### src/design/sahc_pkg.sv
`timescale 1ns / 1ps
// ----------------------------------------------------------------------------
// sahc_pkg
// shared types, codes and sizes of the store access hazard checker
// ----------------------------------------------------------------------------
package sahc_pkg;

  localparam int STORE_SLOTS = 256;
  localparam int SLOT_BITS   = $clog2(STORE_SLOTS);
  localparam int MAX_DIMS    = 4;
  localparam int EXTENT_BITS = 16;
  localparam int SHAPE_BITS  = 64;
  localparam int QUEUE_DEPTH = 4;
  localparam int QPTR_BITS   = $clog2(QUEUE_DEPTH);

  localparam int IN_DATA_BITS  = 152;
  localparam int OUT_DATA_BITS = 8;

  // access modes
  localparam logic [1:0] MODE_READ   = 2'd0;
  localparam logic [1:0] MODE_WRITE  = 2'd1;
  localparam logic [1:0] MODE_REDUCE = 2'd2;

  // partition kinds
  localparam logic [1:0] KIND_NONE   = 2'd0;
  localparam logic [1:0] KIND_TILING = 2'd1;

  // verdicts
  localparam logic [3:0] VERDICT_PASS      = 4'd0;
  localparam logic [3:0] VERDICT_SKIP      = 4'd1;
  localparam logic [3:0] VERDICT_FAIL_BASE = 4'd2;

  // one classified access as it travels from front to back
  typedef struct packed {
    logic                  first_of_op;
    logic [SLOT_BITS-1:0]  slot;
    logic [1:0]            mode;
    logic [1:0]            kind;
    logic [2:0]            dims;
    logic [SHAPE_BITS-1:0] tile;
    logic [SHAPE_BITS-1:0] color;
    logic                  scalar;
    logic                  single;
  } item_t;

  // one table entry
  typedef struct packed {
    logic [1:0]            mode;
    logic [1:0]            kind;
    logic [2:0]            dims;
    logic [SHAPE_BITS-1:0] tile;
    logic [SHAPE_BITS-1:0] color;
  } entry_t;

  // result beat contents
  typedef struct packed {
    logic [3:0] verdict;
    logic       op_failed;
  } result_t;

endpackage

### src/design/sahc_front.sv
`timescale 1ns / 1ps
// ----------------------------------------------------------------------------
// sahc_front
// input stage: takes beats, unpacks and classifies them, feeds the queue
// ----------------------------------------------------------------------------
module sahc_front (
  input  logic                                  clk_i,
  input  logic                                  rst_ni,
  input  logic                                  in_valid_i,
  output logic                                  in_ready_o,
  input  logic [sahc_pkg::IN_DATA_BITS-1:0]     in_data_i,
  output logic                                  push_o,
  input  logic                                  full_i,
  output sahc_pkg::item_t                       item_o
);

  logic            valid_q, valid_d;
  sahc_pkg::item_t item_q;
  sahc_pkg::item_t item_c;
  logic [1:0]      mode_raw;

  assign mode_raw = in_data_i[10:9];

  // unpack, wrap the store id onto the table, fold the unused mode into reduce
  always_comb begin
    item_c.first_of_op = in_data_i[0];
    item_c.slot        = sahc_pkg::SLOT_BITS'(in_data_i[8:1]);
    item_c.mode        = (mode_raw == sahc_pkg::MODE_READ ||
                          mode_raw == sahc_pkg::MODE_WRITE) ? mode_raw
                                                            : sahc_pkg::MODE_REDUCE;
    item_c.kind        = in_data_i[12:11];
    item_c.dims        = in_data_i[15:13];
    item_c.tile        = in_data_i[79:16];
    item_c.color       = in_data_i[143:80];
    item_c.scalar      = in_data_i[144];
    item_c.single      = in_data_i[145];
  end

  assign push_o     = valid_q && !full_i;
  assign in_ready_o = !valid_q || !full_i;
  assign item_o     = item_q;

  always_comb begin
    valid_d = valid_q;
    if (push_o) begin
      valid_d = 1'b0;
    end
    if (in_valid_i && in_ready_o) begin
      valid_d = 1'b1;
    end
  end

  always_ff @(posedge clk_i or negedge rst_ni) begin
    if (!rst_ni) begin
      valid_q <= 1'b0;
    end else begin
      valid_q <= valid_d;
    end
  end

  always_ff @(posedge clk_i) begin
    if (in_valid_i && in_ready_o) begin
      item_q <= item_c;
    end
  end

endmodule

### config.mk
export PLATFORM = sky130hd
export DESIGN_NAME = sahc_front
export DESIGN_NICKNAME = d
export VERILOG_FILES = /design/src/design/sahc_pkg.sv /design/src/design/sahc_front.sv
export SDC_FILE = /design/constraint.sdc
export NUM_CORES = 1
export LEC_CHECK = 0
export BUFFER_PORTS_ARGS = -buffer_cell sky130_fd_sc_hd__buf_4
export CAP_MARGIN = 40
export CORE_AREA = 3 3 116 118
export CTS_BUF_LIST = sky130_fd_sc_hd__clkbuf_2
export CTS_CLUSTER_SIZE = 24
export DETAILED_ROUTE_END_ITERATION = 6
export DIE_AREA = 0 0 119 121
export PLACE_DENSITY = 0.72
export SLEW_MARGIN = 20
export SYNTH_ARGS = -nofsm -noshare
export SYNTH_HDL_FRONTEND = slang
export SYNTH_SLANG_ARGS = --single-unit
### constraint.sdc
create_clock -name clk_i -period 8.1 [get_ports clk_i]
set_input_delay 0.81 -clock clk_i [delete_from_list [all_inputs] [get_ports clk_i]]
set_output_delay 0.81 -clock clk_i [all_outputs]
set_load 0.01 [all_outputs]
==> results of run 1 <==
## through the flow
step                hold WS (ps)  power (mW)  util (%)  std cells  setup WS [ps]
floorplan                    505       0.957         -        153           2890
global placement             557        1.07      55.0        623           5060
detailed placement           568        1.08      55.2        624           5230
CTS                          174        1.47      57.1        657           5720
global route                 145        1.52      57.4        659           5680
finish                       297        1.45      57.4        659           5830
## flip-flops by register name (all words and copies together), names as in the netlist
signal / count
item_o: 146
valid_q: 1
## worst min path at each step
stage,startpoint,to,slack (ps),depth (start not counted)
after floorplan,rst_ni,valid_q,510,0
after global placement,valid_q,valid_q,560,1
after detailed placement,valid_q,valid_q,570,1
after CTS,in_data_i[35],item_o[85],170,1
after global routing,in_data_i[35],item_o[85],150,1
final,in_data_i[36],item_o[86],300,1
## layout make-up
cell class	count	area share [%]
tap	172	2.99
timing repair buffer	302	32.0
sequential	147	61.2
multi-input combinational	5	0.590
antenna	1	0.0347
clock inverter	14	1.94
clock buffer	18	1.25
## synth_stat cells (all sizes together)
library cell	instances
edfxtp	146
nor2b	2
a21boi	1
a21o	1
clkbuf	1
dfrtp	1
nand2	1
## layer usage
layer | part of all wire (%) | vias up | wire, um
li1 | - | 1263 | -
met1 | 33 | 1309 | 3740
met2 | 53 | 198 | 6040
met3 | 12 | 19 | 1380
met4 | 2.4 | 0 | 273
met5 | 0 | - | 0
## cell families after synthesis
group	synth area share, %
flip-flops	99.2
AND/OR/NAND/NOR	0.366
AO/OA/AOI/OAI	0.338
buffers and inverters	0.0844
## worst reg2reg max path, delay by kind of cell, from the launching register on
family	cells	cell delay [ps]
buf+inv	4	1150
flops	1	480
compound gates	1	140
## power by group through the flow
stage | Combinational, mW | Sequential [mW] | Clock (mW)
4_1_cts | 0.164 | 0.899 | 0.408
2_1_floorplan | 0.0148 | 0.943 | 0
3_3_place_gp | 0.158 | 0.915 | 0
5_1_grt | 0.174 | 0.902 | 0.443
3_5_place_dp | 0.164 | 0.916 | 0
6_report | 0.164 | 0.898 | 0.392
## cell usage in the layout, fill, tap and decap left out, drive strengths merged
cell type	synthesis	routed
nor2b	2	2
clkbuf	1	18
clkinv	0	4
edfxtp	146	146
bufinv	0	2
nand2	1	1
buf	0	301
dfrtp	1	1
dlygate4sd3	0	1
clkinvlp	0	8
diode	0	1
a21o	1	1
a21boi	1	1
==> out/qor.csv, run 1 <==
metric;value;unit
cts_max_level;4;
die_h;121;um
gr-usage-all-layers;15.3;%
cp_num_buf_inv;1;
r2r_start;valid_q;
path_cells;nor2b_1 -> buf_4;
p_int;1.12;mW
p_comb_share;11.3;%
clk_latency;670;ps
wl;11.4;mm
ys_seq_elements;147;
layout.nets;629;
via_per_inst;4.23;
max_stage_delay;470;ps
area_growth;62.2;%
start_util;35.4;%
relSlewSlack;71.2;%
cts_buffer_depth;2;
cp_top_family;flip-flops;
drc;0;
status;finished clean;
clockPowerShare;26.9;%
seqCellArea;0.00441;mm^2
post-route-period-util;28.0;%
dpl_cell_area;0.00694;mm^2
p_leak;3.01;nW
crit_path_start;valid_q;
global_route.usage.met1;14.8;%
fp.coreArea;0.0126;mm^2
tns;0;ps
worstPathRequired;7290;ps
p_switching;0.333;mW
setup.worst_path.class;flop to output port;
ys_seq_area_share;99.2;%
grt_max_degree;72;
cp.arrival;1460;ps
final_cell_area;0.00721;mm^2
synth_largest_area_cell;edfxtp_1;
ant_nets;0;
start_kind;flop;
cp_slowest_cell;dfrtp_1;
clkTransAtPathRegs;200;ps
syn-instance-count;153;
crit_fanout;4;
powerDensity;202;mW/mm^2
postCtsSetupBuffers;0;
crit_cells;2;
worst_slew_pin_slew;432;ps
cts_sinks;147;
rsz0062_at_grt;no;
wl_per_cell;17.3;um
hpwlAfterDp;8.75;mm
die_x;119;um
cts_resized;0;
use_met2;26.1;%
grt_pass1_vias;2854;
ios;304;
grt_pass1_wl;15.9;mm
switching_share;22.9;%
vias;2789;
cts_tree;done;
period_needed;2270;ps
syn_avg_cell_area;29.0;um^2
first_pass_iters;4;
max_freq;441;MHz
gp_congestion;0.689;
use_met3;8.21;%
hold_buffers;1;
drt_iter0_markers;170;
hold_viol_final;0;
synth.distinct_cells;7;
hold_path_class;input pin to flop;
multi_input_area;42.5;um^2
rr_endpoint;item_o[112];
numCtsBuffers;17;
yosysWarnings;0;
overflow;0;
dieArea;0.0144;mm^2
r2r_cells;5;
syn_nets;309;
clock-root-buffer;clkbuf_2;
ir_drop;0.000116;V
grt_busiest_layer;met2;
finalMaxSlewViolations;0;
drive_gt1_share;68.7;%
antenna_found_initial;1;
synth_area;0.00444;mm^2
port_buffers;297;
synth_area_leaders;edfxtp_1, dfrtp_1, nor2b_1;
synth_top_area_share;98.6;%
fin_skew;7.14;ps
fp-row-count;41;
drv_cap;0;
pwr-share-seq;61.8;%
setup_viol_count_final;0;
r2r_setup_slack;5990;ps
n_fill_cell;1008;
crit_path_end_kind;output port;
endpoint;push_o;
Note: power is estimated with default switching activity, not from simulation.
==> inputs of run 2 (changes only) <==
- ABC_AREA: unset -> 1
- CORE_AREA: 3 3 116 118 -> 3 3 117 119
- DIE_AREA: 0 0 119 121 -> 0 0 120 122
- PLACE_DENSITY: 0.72 -> 0.69
- clock period: 8.1 -> 2.2 ns (I/O delays scaled with it)
==> run 2 against run 1 <==
Compared with the run above: the flow now stops in clock tree synthesis (4_1_cts); synthesized area unchanged; synthesized cell count rose by 2.0%.
==> out/qor.csv, run 2 <==
metric;value;unit
synth_flop_cell;edfxtp_1;
clock-root-buffer;clkbuf_2;
fp-row-count;41;
hold_buffers;133;
cts_buffer_depth;2;
synth.distinct_cells;7;
ios;304;
synth_area;0.00444;mm^2
hpwlAfterDp;8.44;mm
cts_sinks;147;
cts_max_level;4;
synth_largest_area_cell;edfxtp_1;
synth_area_leaders;edfxtp_1, dfrtp_1, inv_1;
synth_top_area_share;98.6;%
dpl.cell_count;628;
die_x;120;um
gp_congestion;0.728;
synth_common_cells;edfxtp_1, inv_1, nand2_1, nor2_1;
status;aborted with a tool error;
ys_seq_area_share;99.2;%
ys_seq_elements;147;
stop_stage;clock tree synthesis (4_1_cts);
start_util;35.1;%
syn_avg_cell_area;28.5;um^2
syn_nets;312;
error;[ERROR RSZ-0060] Max buffer count reached.;
yosysWarnings;0;
synth.most_common_cell;edfxtp_1;
die_h;122;um
numCtsBuffers;17;
synth-edff-count;146;
pre_cts_slack;619;ps
cts_resized;0;
syn-instance-count;156;
port_buffers;297;
async_flop_share;0.680;%
postCtsSetupBuffers;0;
run 2: changes by cell type after synthesis:
cell | previous run | this run
a21o_1 | 1 | 0
inv_1 | 0 | 3
nor2b_1 | 2 | 0
a21oi_1 | 0 | 1
a21boi_1 | 1 | 0
nor2_1 | 0 | 2
nand2_1 | 1 | 2
run 2: per-stage QoR:
step	hold WS (ps)	TNS, ps	area (um^2)
after detailed placement	-1.54	0	6950
after global placement	-3.08	0	6950
after floorplan	-75.6	-155000	4460
run 2: cells by family after synthesis:
logic type	after synthesis	share of synthesized area (%)
buffers and inverters	4	0.338
AOI/OAI and AO/OA	1	0.113
DFF	147	99.2
and+or+nand+nor	4	0.338
==> inputs of run 3 (changes only) <==
- CORE_AREA: 3 3 117 119 -> 3 3 116 118
- CTS_BUF_LIST: sky130_fd_sc_hd__clkbuf_2 -> unset
- CTS_CLUSTER_SIZE: 24 -> unset
- DIE_AREA: 0 0 120 122 -> 0 0 119 121
- PLACE_DENSITY: 0.69 -> unset
- PLACE_DENSITY_LB_ADDON: unset -> 0.15
==> run 3 against run 2 <==
Compared with the run above: synthesized area is the same; the flow again stops in clock tree synthesis (4_1_cts); synthesized cell count is the same.
==> out/qor.csv, run 3 <==
metric;value;unit
synth_area;0.00444;mm^2
synth.distinct_cells;7;
async_flop_share;0.680;%
gp_congestion;0.757;
postCtsSetupBuffers;0;
syn_nets;312;
stop_stage;clock tree synthesis (4_1_cts);
syn-instance-count;156;
port_buffers;297;
synth_flop_cell;edfxtp_1;
ys_seq_area_share;99.2;%
error;[ERROR RSZ-0060] Max buffer count reached.;
die_x;119;um
pre_cts_slack;745;ps
synth_largest_area_cell;edfxtp_1;
synth_area_leaders;edfxtp_1, dfrtp_1, inv_1;
cts_buffer_depth;2;
synth_common_cells;edfxtp_1, inv_1, nand2_1, nor2_1;
cts_resized;0;
dpl.cell_count;626;
die_h;121;um
cts_max_level;4;
ios;304;
hold_buffers;132;
cts_sinks;147;
numCtsBuffers;17;
yosysWarnings;0;
dpl_cell_area;0.00694;mm^2
fp-row-count;41;
synth-edff-count;146;
clock-root-buffer;clkbuf_16;
synth_top_area_share;98.6;%
start_util;35.4;%
synth.most_common_cell;edfxtp_1;
status;aborted with a tool error;
syn_avg_cell_area;28.5;um^2
ys_seq_elements;147;
hpwlAfterDp;8.71;mm
==> run 3: kinds of logic after synthesis <==
family	Yosys count	synth area share (%)
compound gates	1	0.113
buf+inv	4	0.338
flops	147	99.2
simple gates	4	0.338
==> run 3: stage by stage <==
| stage | utilization, % | hold WS (ps) |
|---|---|---|
| 2_1_floorplan | - | -75.6 |
| 3_3_place_gp | 55.2 | -3.86 |
| 3_5_place_dp | 55.2 | -4.43 |
