`src/design/sahc_pkg.sv`:
```
`timescale 1ns / 1ps
// ----------------------------------------------------------------------------
// sahc_pkg
// shared types, codes and sizes of the store access hazard checker
// ----------------------------------------------------------------------------
package sahc_pkg;

  localparam int STORE_SLOTS = 256;
  localparam int SLOT_BITS   = $clog2(STORE_SLOTS);
  localparam int MAX_DIMS    = 4;
  localparam int EXTENT_BITS = 16;
  localparam int SHAPE_BITS  = 64;
  localparam int QUEUE_DEPTH = 4;
  localparam int QPTR_BITS   = $clog2(QUEUE_DEPTH);

  localparam int IN_DATA_BITS  = 152;
  localparam int OUT_DATA_BITS = 8;

  // access modes
  localparam logic [1:0] MODE_READ   = 2'd0;
  localparam logic [1:0] MODE_WRITE  = 2'd1;
  localparam logic [1:0] MODE_REDUCE = 2'd2;

  // partition kinds
  localparam logic [1:0] KIND_NONE   = 2'd0;
  localparam logic [1:0] KIND_TILING = 2'd1;

  // verdicts
  localparam logic [3:0] VERDICT_PASS      = 4'd0;
  localparam logic [3:0] VERDICT_SKIP      = 4'd1;
  localparam logic [3:0] VERDICT_FAIL_BASE = 4'd2;

  // one classified access as it travels from front to back
  typedef struct packed {
    logic                  first_of_op;
    logic [SLOT_BITS-1:0]  slot;
    logic [1:0]            mode;
    logic [1:0]            kind;
    logic [2:0]            dims;
    logic [SHAPE_BITS-1:0] tile;
    logic [SHAPE_BITS-1:0] color;
    logic                  scalar;
    logic                  single;
  } item_t;

  // one table entry
  typedef struct packed {
    logic [1:0]            mode;
    logic [1:0]            kind;
    logic [2:0]            dims;
    logic [SHAPE_BITS-1:0] tile;
    logic [SHAPE_BITS-1:0] color;
  } entry_t;

  // result beat contents
  typedef struct packed {
    logic [3:0] verdict;
    logic       op_failed;
  } result_t;

endpackage

```
`src/design/sahc_queue.sv`:
```
`timescale 1ns / 1ps
// ----------------------------------------------------------------------------
// sahc_queue
// short fifo of classified accesses between front and back
// ----------------------------------------------------------------------------
module sahc_queue (
  input  logic            clk_i,
  input  logic            rst_ni,
  input  logic            push_i,
  input  sahc_pkg::item_t push_item_i,
  output logic            full_o,
  input  logic            pop_i,
  output logic            empty_o,
  output sahc_pkg::item_t pop_item_o
);

  localparam int CntBits = $clog2(sahc_pkg::QUEUE_DEPTH + 1);

  sahc_pkg::item_t                    slots_q [sahc_pkg::QUEUE_DEPTH];
  logic [sahc_pkg::QPTR_BITS-1:0]     wptr_q, wptr_d;
  logic [sahc_pkg::QPTR_BITS-1:0]     rptr_q, rptr_d;
  logic [CntBits-1:0]                 count_q, count_d;

  assign full_o     = (count_q == CntBits'(sahc_pkg::QUEUE_DEPTH));
  assign empty_o    = (count_q == '0);
  assign pop_item_o = slots_q[rptr_q];

  always_comb begin
    wptr_d  = wptr_q;
    rptr_d  = rptr_q;
    count_d = count_q;
    if (push_i) begin
      wptr_d = (wptr_q == sahc_pkg::QPTR_BITS'(sahc_pkg::QUEUE_DEPTH - 1)) ? '0
                                                                          : wptr_q + 1'b1;
    end
    if (pop_i) begin
      rptr_d = (rptr_q == sahc_pkg::QPTR_BITS'(sahc_pkg::QUEUE_DEPTH - 1)) ? '0
                                                                          : rptr_q + 1'b1;
    end
    if (push_i && !pop_i) begin
      count_d = count_q + 1'b1;
    end else if (pop_i && !push_i) begin
      count_d = count_q - 1'b1;
    end
  end

  always_ff @(posedge clk_i or negedge rst_ni) begin
    if (!rst_ni) begin
      wptr_q  <= '0;
      rptr_q  <= '0;
      count_q <= '0;
    end else begin
      wptr_q  <= wptr_d;
      rptr_q  <= rptr_d;
      count_q <= count_d;
    end
  end

  always_ff @(posedge clk_i) begin
    if (push_i) begin
      slots_q[wptr_q] <= push_item_i;
    end
  end

endmodule

```
`config.mk`:
```
export PLATFORM = sky130hd
export DESIGN_NAME = sahc_queue
export DESIGN_NICKNAME = d
export VERILOG_FILES = /design/src/design/sahc_pkg.sv /design/src/design/sahc_queue.sv
export SDC_FILE = /design/constraint.sdc
export NUM_CORES = 1
export LEC_CHECK = 0
export BUFFER_PORTS_ARGS = -buffer_cell sky130_fd_sc_hd__buf_2
export CORE_MARGIN = 3
export CORE_UTILIZATION = 55
export DETAILED_ROUTE_END_ITERATION = 7
export GPL_TIMING_DRIVEN = 0
export PLACE_DENSITY = 0.8
export SYNTH_ARGS = -nofsm -noshare
export SYNTH_HDL_FRONTEND = slang
export SYNTH_SLANG_ARGS = --single-unit
```
`constraint.sdc`:
```
create_clock -name clk_i -period 11.7 [get_ports clk_i]
set_clock_uncertainty 0.05 [all_clocks]
set_input_delay 0 -clock clk_i [delete_from_list [all_inputs] [get_ports clk_i]]
set_output_delay 0 -clock clk_i [all_outputs]
set_load 0.02 [all_outputs]
```
==> qor.yml, run 1 <==
drive_gt1_share_pct: 41.0
setup_viol: 0
dieArea_mm2: 0.0417
drtAntennaViolNets: 0
syn_avg_cell_area_um2: 27.0
io_pins: 298
drt-pass1-iter-count: 5
synth_edf_count: 584
syn_area_mm2: 0.0216
period_share_pct: 23.5
cp.required_ns: 11.65
hold_violations: 0
drt_iter0_drc: 764
worstHoldPathType: "primary input to flip-flop"
relSlewSlack_pct: 37.9
ys_ff_latch: 591
vias_per_cell: 5.58
synth_cell_types: 21
synth_top_flop_cell: "edfxtp_1"
place_area_mm2: 0.0240
grt_max_degree: 60
cts-buffers-inserted: 56
arrival_ns: 2.70
yosys_warnings: 0
tightest_slew_ns: 0.931
rsz0062_at_grt: "no"
core_area_mm2: 0.0382
std_cell_rows: 71
p_per_area_mw_per_mm2: 245
ir_worst_vdd_v: 0.000207
ctsResizeCount: 0
fin_nets: 1471
drt_drc_violations_left: 0
setup-tns-final_ns: 0
cp-end-kind: "output port"
layout_common_cells: "edfxtp_1, buf_2, dlygate4sd3_1"
fillers: 2209
track_usage_pct: 21.8
grt_pass1_wl_um: 67800
cap_violations: 0
antenna_found_initial: 1
clock_sinks: 591
die_w_um: 204
crit_fanout: 10
syn_inst: 800
cts_tree: "yes"
clk_latency_ns: 0.59
async_flop_share_pct: 1.18
gr-total-overflow: 0
cellLeakagePower_nw: 9.37
clk_pin_slew_ns: 0.06
seq_area_frac_synth_pct: 82.0
chipHeight_um: 204
root_buffer: "clkbuf_16"
gp_congestion: 0.718
hpwl_um: 26600
path_class: "flip-flop to output port"
min_period_ns: 2.75
start_util_pct: 56.5
grt_pass1_vias: 11200
status: "completed"
critPathLaunchType: "flip-flop"
final_common_cell: "edfxtp_1"
cts.path.max_buffers: 3
fmax_mhz: 363
drt-total-wl_um: 44400
routedWlPerCell_um: 23.9
syn_nets: 957
fin_area_mm2: 0.0271
maxSlewViolCount: 0
htreeDepth: 2
port-buffer-count: 297
area_growth_pct: 25.5
num_vias: 10400
-- worst max-delay path, cell delays in order, from the launching register on --
cell	delay [ns]
dfrtp_1	0.38
clkbuf_1	0.71
buf_2	0.42
mux4_2	0.39
buf_2	0.19
-- synthesized netlist by cell type, types with 2 or more instances --
| cell | number | area (um2) |
|---|---|---|
| edfxtp_1 | 584 | 17500 |
| nand2_1 | 2 | 7.51 |
| mux4_2 | 146 | 3290 |
| nor2_1 | 3 | 11.3 |
| buf_2 | 15 | 75.1 |
| inv_1 | 4 | 15.0 |
| buf_6 | 4 | 45.0 |
| ha_1 | 6 | 75.1 |
| and2_1 | 4 | 25.0 |
| mux2_2 | 3 | 33.8 |
| dfrtp_1 | 7 | 175 |
| o21ai_0 | 2 | 10.0 |
| buf_12 | 11 | 220 |
| xor2_1 | 2 | 17.5 |
-- per-layer routing --
| metal | global-route usage [%] | routed length, um | vias up |
|---|---|---|---|
| li1 | - | - | 4490 |
| met1 | 29.0 | 17000 | 5435 |
| met2 | 35.9 | 22900 | 389 |
| met3 | 5.99 | 3440 | 76 |
| met4 | 6.37 | 1140 | 0 |
| met5 | 0 | 0 | - |
-- final cells by class --
class	instances	area [um2]	area share [%]
Tap cell	511	639	2.36
Antenna cell	2	5.00	0.0185
Buffer	33	355	1.31
Multi-Input combinational cell	172	3520	13.0
Timing Repair Buffer	456	3230	11.9
Clock buffer	70	1480	5.44
Clock inverter	24	151	0.559
Sequential cell	591	17700	65.4
Inverter	4	15.0	0.0554
-- worst paths after layout --
| path | end | cells past startpoint | startpoint | slack, ns |
|---|---|---|---|---|
| worst min-delay path | slots_q[3][5] | 2 | push_item_i[5] | 0.12 |
| worst max-delay path | pop_item_o[91] | 4 | rptr_q[1] | 8.95 |
| worst max register to register | slots_q[0][84] | 5 | wptr_q[0] | 9.32 |
| min in group asynchronous | rptr_q[0] | 3 | rst_ni | 0.33 |
| max in group asynchronous | wptr_q[1] | 3 | rst_ni | 11.03 |
| worst min register to register | count_q[2] | 1 | count_q[2] | 0.46 |
-- per-stage QoR --
step                setup slack (ns)  total power, W  hold slack [ns]  instances  util (%)
finish                          8.95         0.00664            0.118       1863      70.9
global placement                4.62         0.00503           -0.213       1608      62.1
global route                    8.79         0.00692           0.0944       1862      70.9
detailed placement              9.30         0.00503           -0.207       1617      62.7
CTS                             8.81         0.00671           0.0721       1861      70.9
floorplan                       7.16         0.00434           -0.346        800         -
-- power breakdown --
part,switching (W),leakage (nW),internal [W]
logic,0.00128,3.13,0.000933
registers,0.0000863,5.45,0.00271
clock network,0.000713,0.788,0.000924
-- flip-flops by register name, indices dropped and copies added (netlist names) --
| signal | cells |
|---|---|
| wptr_q | 2 |
| rptr_q | 2 |
| slots_q | 584 |
| count_q | 3 |
-- what timing repair did --
item                      in CTS  in global routing
hold endpoints to repair     598                  0
setup buffers                  0                  0
hold buffers                 150                  0
-- logic make-up after synthesis --
group                      share of synthesized area [%]
AOI/OAI and AO/OA                                 0.0464
xor gates and xnor gates                           0.122
adders and majority gates                          0.440
buffers and inverters                               1.72
DFF                                                 82.0
muxes                                               15.4
and+or+nand+nor                                    0.261
(Power assumes the default switching activity.)
==> run 2, diff against run 1 <==
clock period = 2.8 ns   (was 11.7 ns; I/O delays follow)
==> qor.yml, run 2 (synthesis gave the netlist of run 1 again) <==
hold_violations: 0  # unchanged
clk_pin_slew_ns: 0.06  # about the same
routedWlPerCell_um: 25.3  # was 23.9 um
ir_worst_vdd_v: 0.000706  # was 0.000207 V
io_pins: 298  # unchanged
relSlewSlack_pct: 42.9  # was 37.9%
grtUsageMet1_pct: 30.4  # was 29.0%
cpPeakStageDelay_ns: 0.65  # was 0.71 ns
core_area_mm2: 0.0382  # unchanged
grt_max_degree: 58  # was 60
grt_busiest_layer: "met2"  # unchanged
worstHoldPathType: "primary input to flip-flop"  # unchanged
rsz0062_at_grt: "no"  # unchanged
port-buffer-count: 297  # unchanged
top_regs: "slots_q (584), count_q (3)"  # unchanged
fin_nets: 1471  # unchanged
status: "completed"  # unchanged
fmax_mhz: 410
drt-pass1-iter-count: 5  # unchanged
track_usage_pct: 23.1  # was 21.8%
cts-buffers-inserted: 56  # unchanged
antenna_found_initial: 2  # was 1
finalNonFillerCells: 1869  # was 1863
arrival_ns: 2.64  # was 2.70 ns
path_buf_inv: 3  # unchanged
critical_path.top_delay_family: "buffers and inverters"  # unchanged
largest_reg_flops: 584  # unchanged
cpMaxStageDelayCell: "and2_4"  # was clkbuf_1
std_cell_rows: 71  # unchanged
maxSlewViolCount: 0  # unchanged
gr-total-overflow: 0  # unchanged
drtAntennaViolNets: 0  # unchanged
cp.required_ns: 3.00  # was 11.65 ns
timing.final.ws_setup_ns: 0.361  # was 8.95 ns
grt_pass1_vias: 11400  # was 11200
cts.path.max_buffers: 3  # unchanged
cap_violations: 0  # unchanged
period_share_pct: 87.1
path_cells: "inv_1 > ha_1 > and2_4 > buf_16 > buf_16"  # was clkbuf_1 > buf_2 > mux4_2 > buf_2
vias_per_cell: 5.68  # was 5.58
tightest_slew_ns: 0.857  # was 0.931 ns
dp_slack_ns: 0.335  # was 9.30 ns
clock_sinks: 591  # unchanged
area_growth_pct: 26.2  # was 25.5%
dieArea_mm2: 0.0417  # unchanged
path_depth: 5  # was 4
regMostFlops: "slots_q"  # unchanged
htreeDepth: 2  # unchanged
grt.met3_usage_pct: 5.54  # was 5.99%
p_per_area_mw_per_mm2: 1040  # was 245 mW/mm2
final_common_cell: "edfxtp_1"  # unchanged
cp-end-kind: "flip-flop"  # was output port
setup_viol: 0  # unchanged
grt_pass1_wl_um: 71400  # was 67800 um
clk_latency_ns: 0.58  # was 0.59 ns
gp_congestion: 0.713  # was 0.718
num_vias: 10600  # was 10400
hpwl_um: 26100  # was 26600 um
layout_common_cells: "edfxtp_1, buf_2, dlygate4sd3_1"  # unchanged
drive_gt1_share_pct: 41.9  # was 41.0%
worst_path_most_repeated_cell: "buf_16"  # was buf_2
root_buffer: "clkbuf_16"  # unchanged
path_class: "flip-flop to flip-flop"  # was flip-flop to output port
gr-usage-met2_pct: 39.2  # was 35.9%
min_period_ns: 2.44
cts_tree: "yes"  # unchanged
start_util_pct: 56.5  # unchanged
chipHeight_um: 204  # unchanged
drt_iter0_drc: 776  # was 764
drt_drc_violations_left: 0  # unchanged
crit_fanout: 53  # was 10
reg2reg_depth: 5  # unchanged
die_w_um: 204  # unchanged
critPathLaunchType: "flip-flop"  # unchanged
holdPathStages: 2  # unchanged
cellLeakagePower_nw: 9.45  # was 9.37 nW
dp.cells: 1617  # unchanged
drt-total-wl_um: 47300  # was 44400 um
==> run 2: cell types whose count changed in the layout (fill, tap and decap cells not counted) <==
| cell | change |
|---|---|
| clkinv_2 | +7 |
| diode_2 | -1 |
| clkbuf_1 | -4 |
| bufinv_16 | +4 |
| clkinv_1 | -3 |
| clkbuf_2 | +1 |
| clkinvlp_4 | +2 |
==> run 2: what timing repair did <==
| action | 4_1_cts | 5_1_grt |
|---|---|---|
| setup buffers | 0 | 0 |
| resized for setup | 1 | 0 |
| hold buffers | 150 | 0 |
| hold endpoints to repair | 598 | 0 |
| setup endpoints to repair | 11 | 0 |
==> run 2: through the flow <==
step           util (%)  area [um2]  hold WS (ns)  total power, W  setup TNS (ns)
6_report           71.3       27200         0.120          0.0284               0
5_1_grt            71.3       27200         0.102          0.0295               0
4_1_cts            71.3       27200        0.0769          0.0286               0
3_5_place_dp       62.7       24000        -0.211          0.0210               0
3_3_place_gp       62.1       23700        -0.212          0.0207          -59.87
2_1_floorplan         -       21600        -0.346          0.0180               0
==> run 2: area by class of cell <==
type	count	area, um2
Clock inverter	34	310
Multi-Input combinational cell	172	3520
Tap cell	511	639
Sequential cell	591	17700
Timing Repair Buffer	456	3230
Fill cell	2199	11000
Clock buffer	67	1460
Antenna cell	1	2.50
Buffer	33	357
Inverter	4	15.0
==> run 2: metal layers <==
layer  up-vias  part of all wire [%]
li1       4503                     -
met1      5524                    37
met2       512                    53
met3        68                   8.5
met4         2                   2.2
met5         -                 0.023
==> run 2: worst paths after layout <==
check,from,endpoint,slack [ns]
max in group asynchronous,rst_ni,rptr_q[0],2.10
worst max-delay path,wptr_q[0],slots_q[2][52],0.36
worst min register to register,count_q[2],count_q[2],0.45
worst min-delay path,push_item_i[125],slots_q[1][125],0.12
worst max register to register,wptr_q[0],slots_q[2][52],0.36
min in group asynchronous,rst_ni,wptr_q[0],0.36
==> run 2: worst register-to-register path, cell delays in order, from the launching register on <==
cell and delay, ns:
dfrtp_1 0.41, inv_1 0.11, ha_1 0.15, and2_4 0.65
buf_16 0.38, buf_16 0.30
==> run 2: power by group <==
part           leakage, nW  internal (W)  switching [W]
sequential            5.45        0.0113       0.000385
clock                0.864       0.00426        0.00311
combinational         3.14       0.00390        0.00540
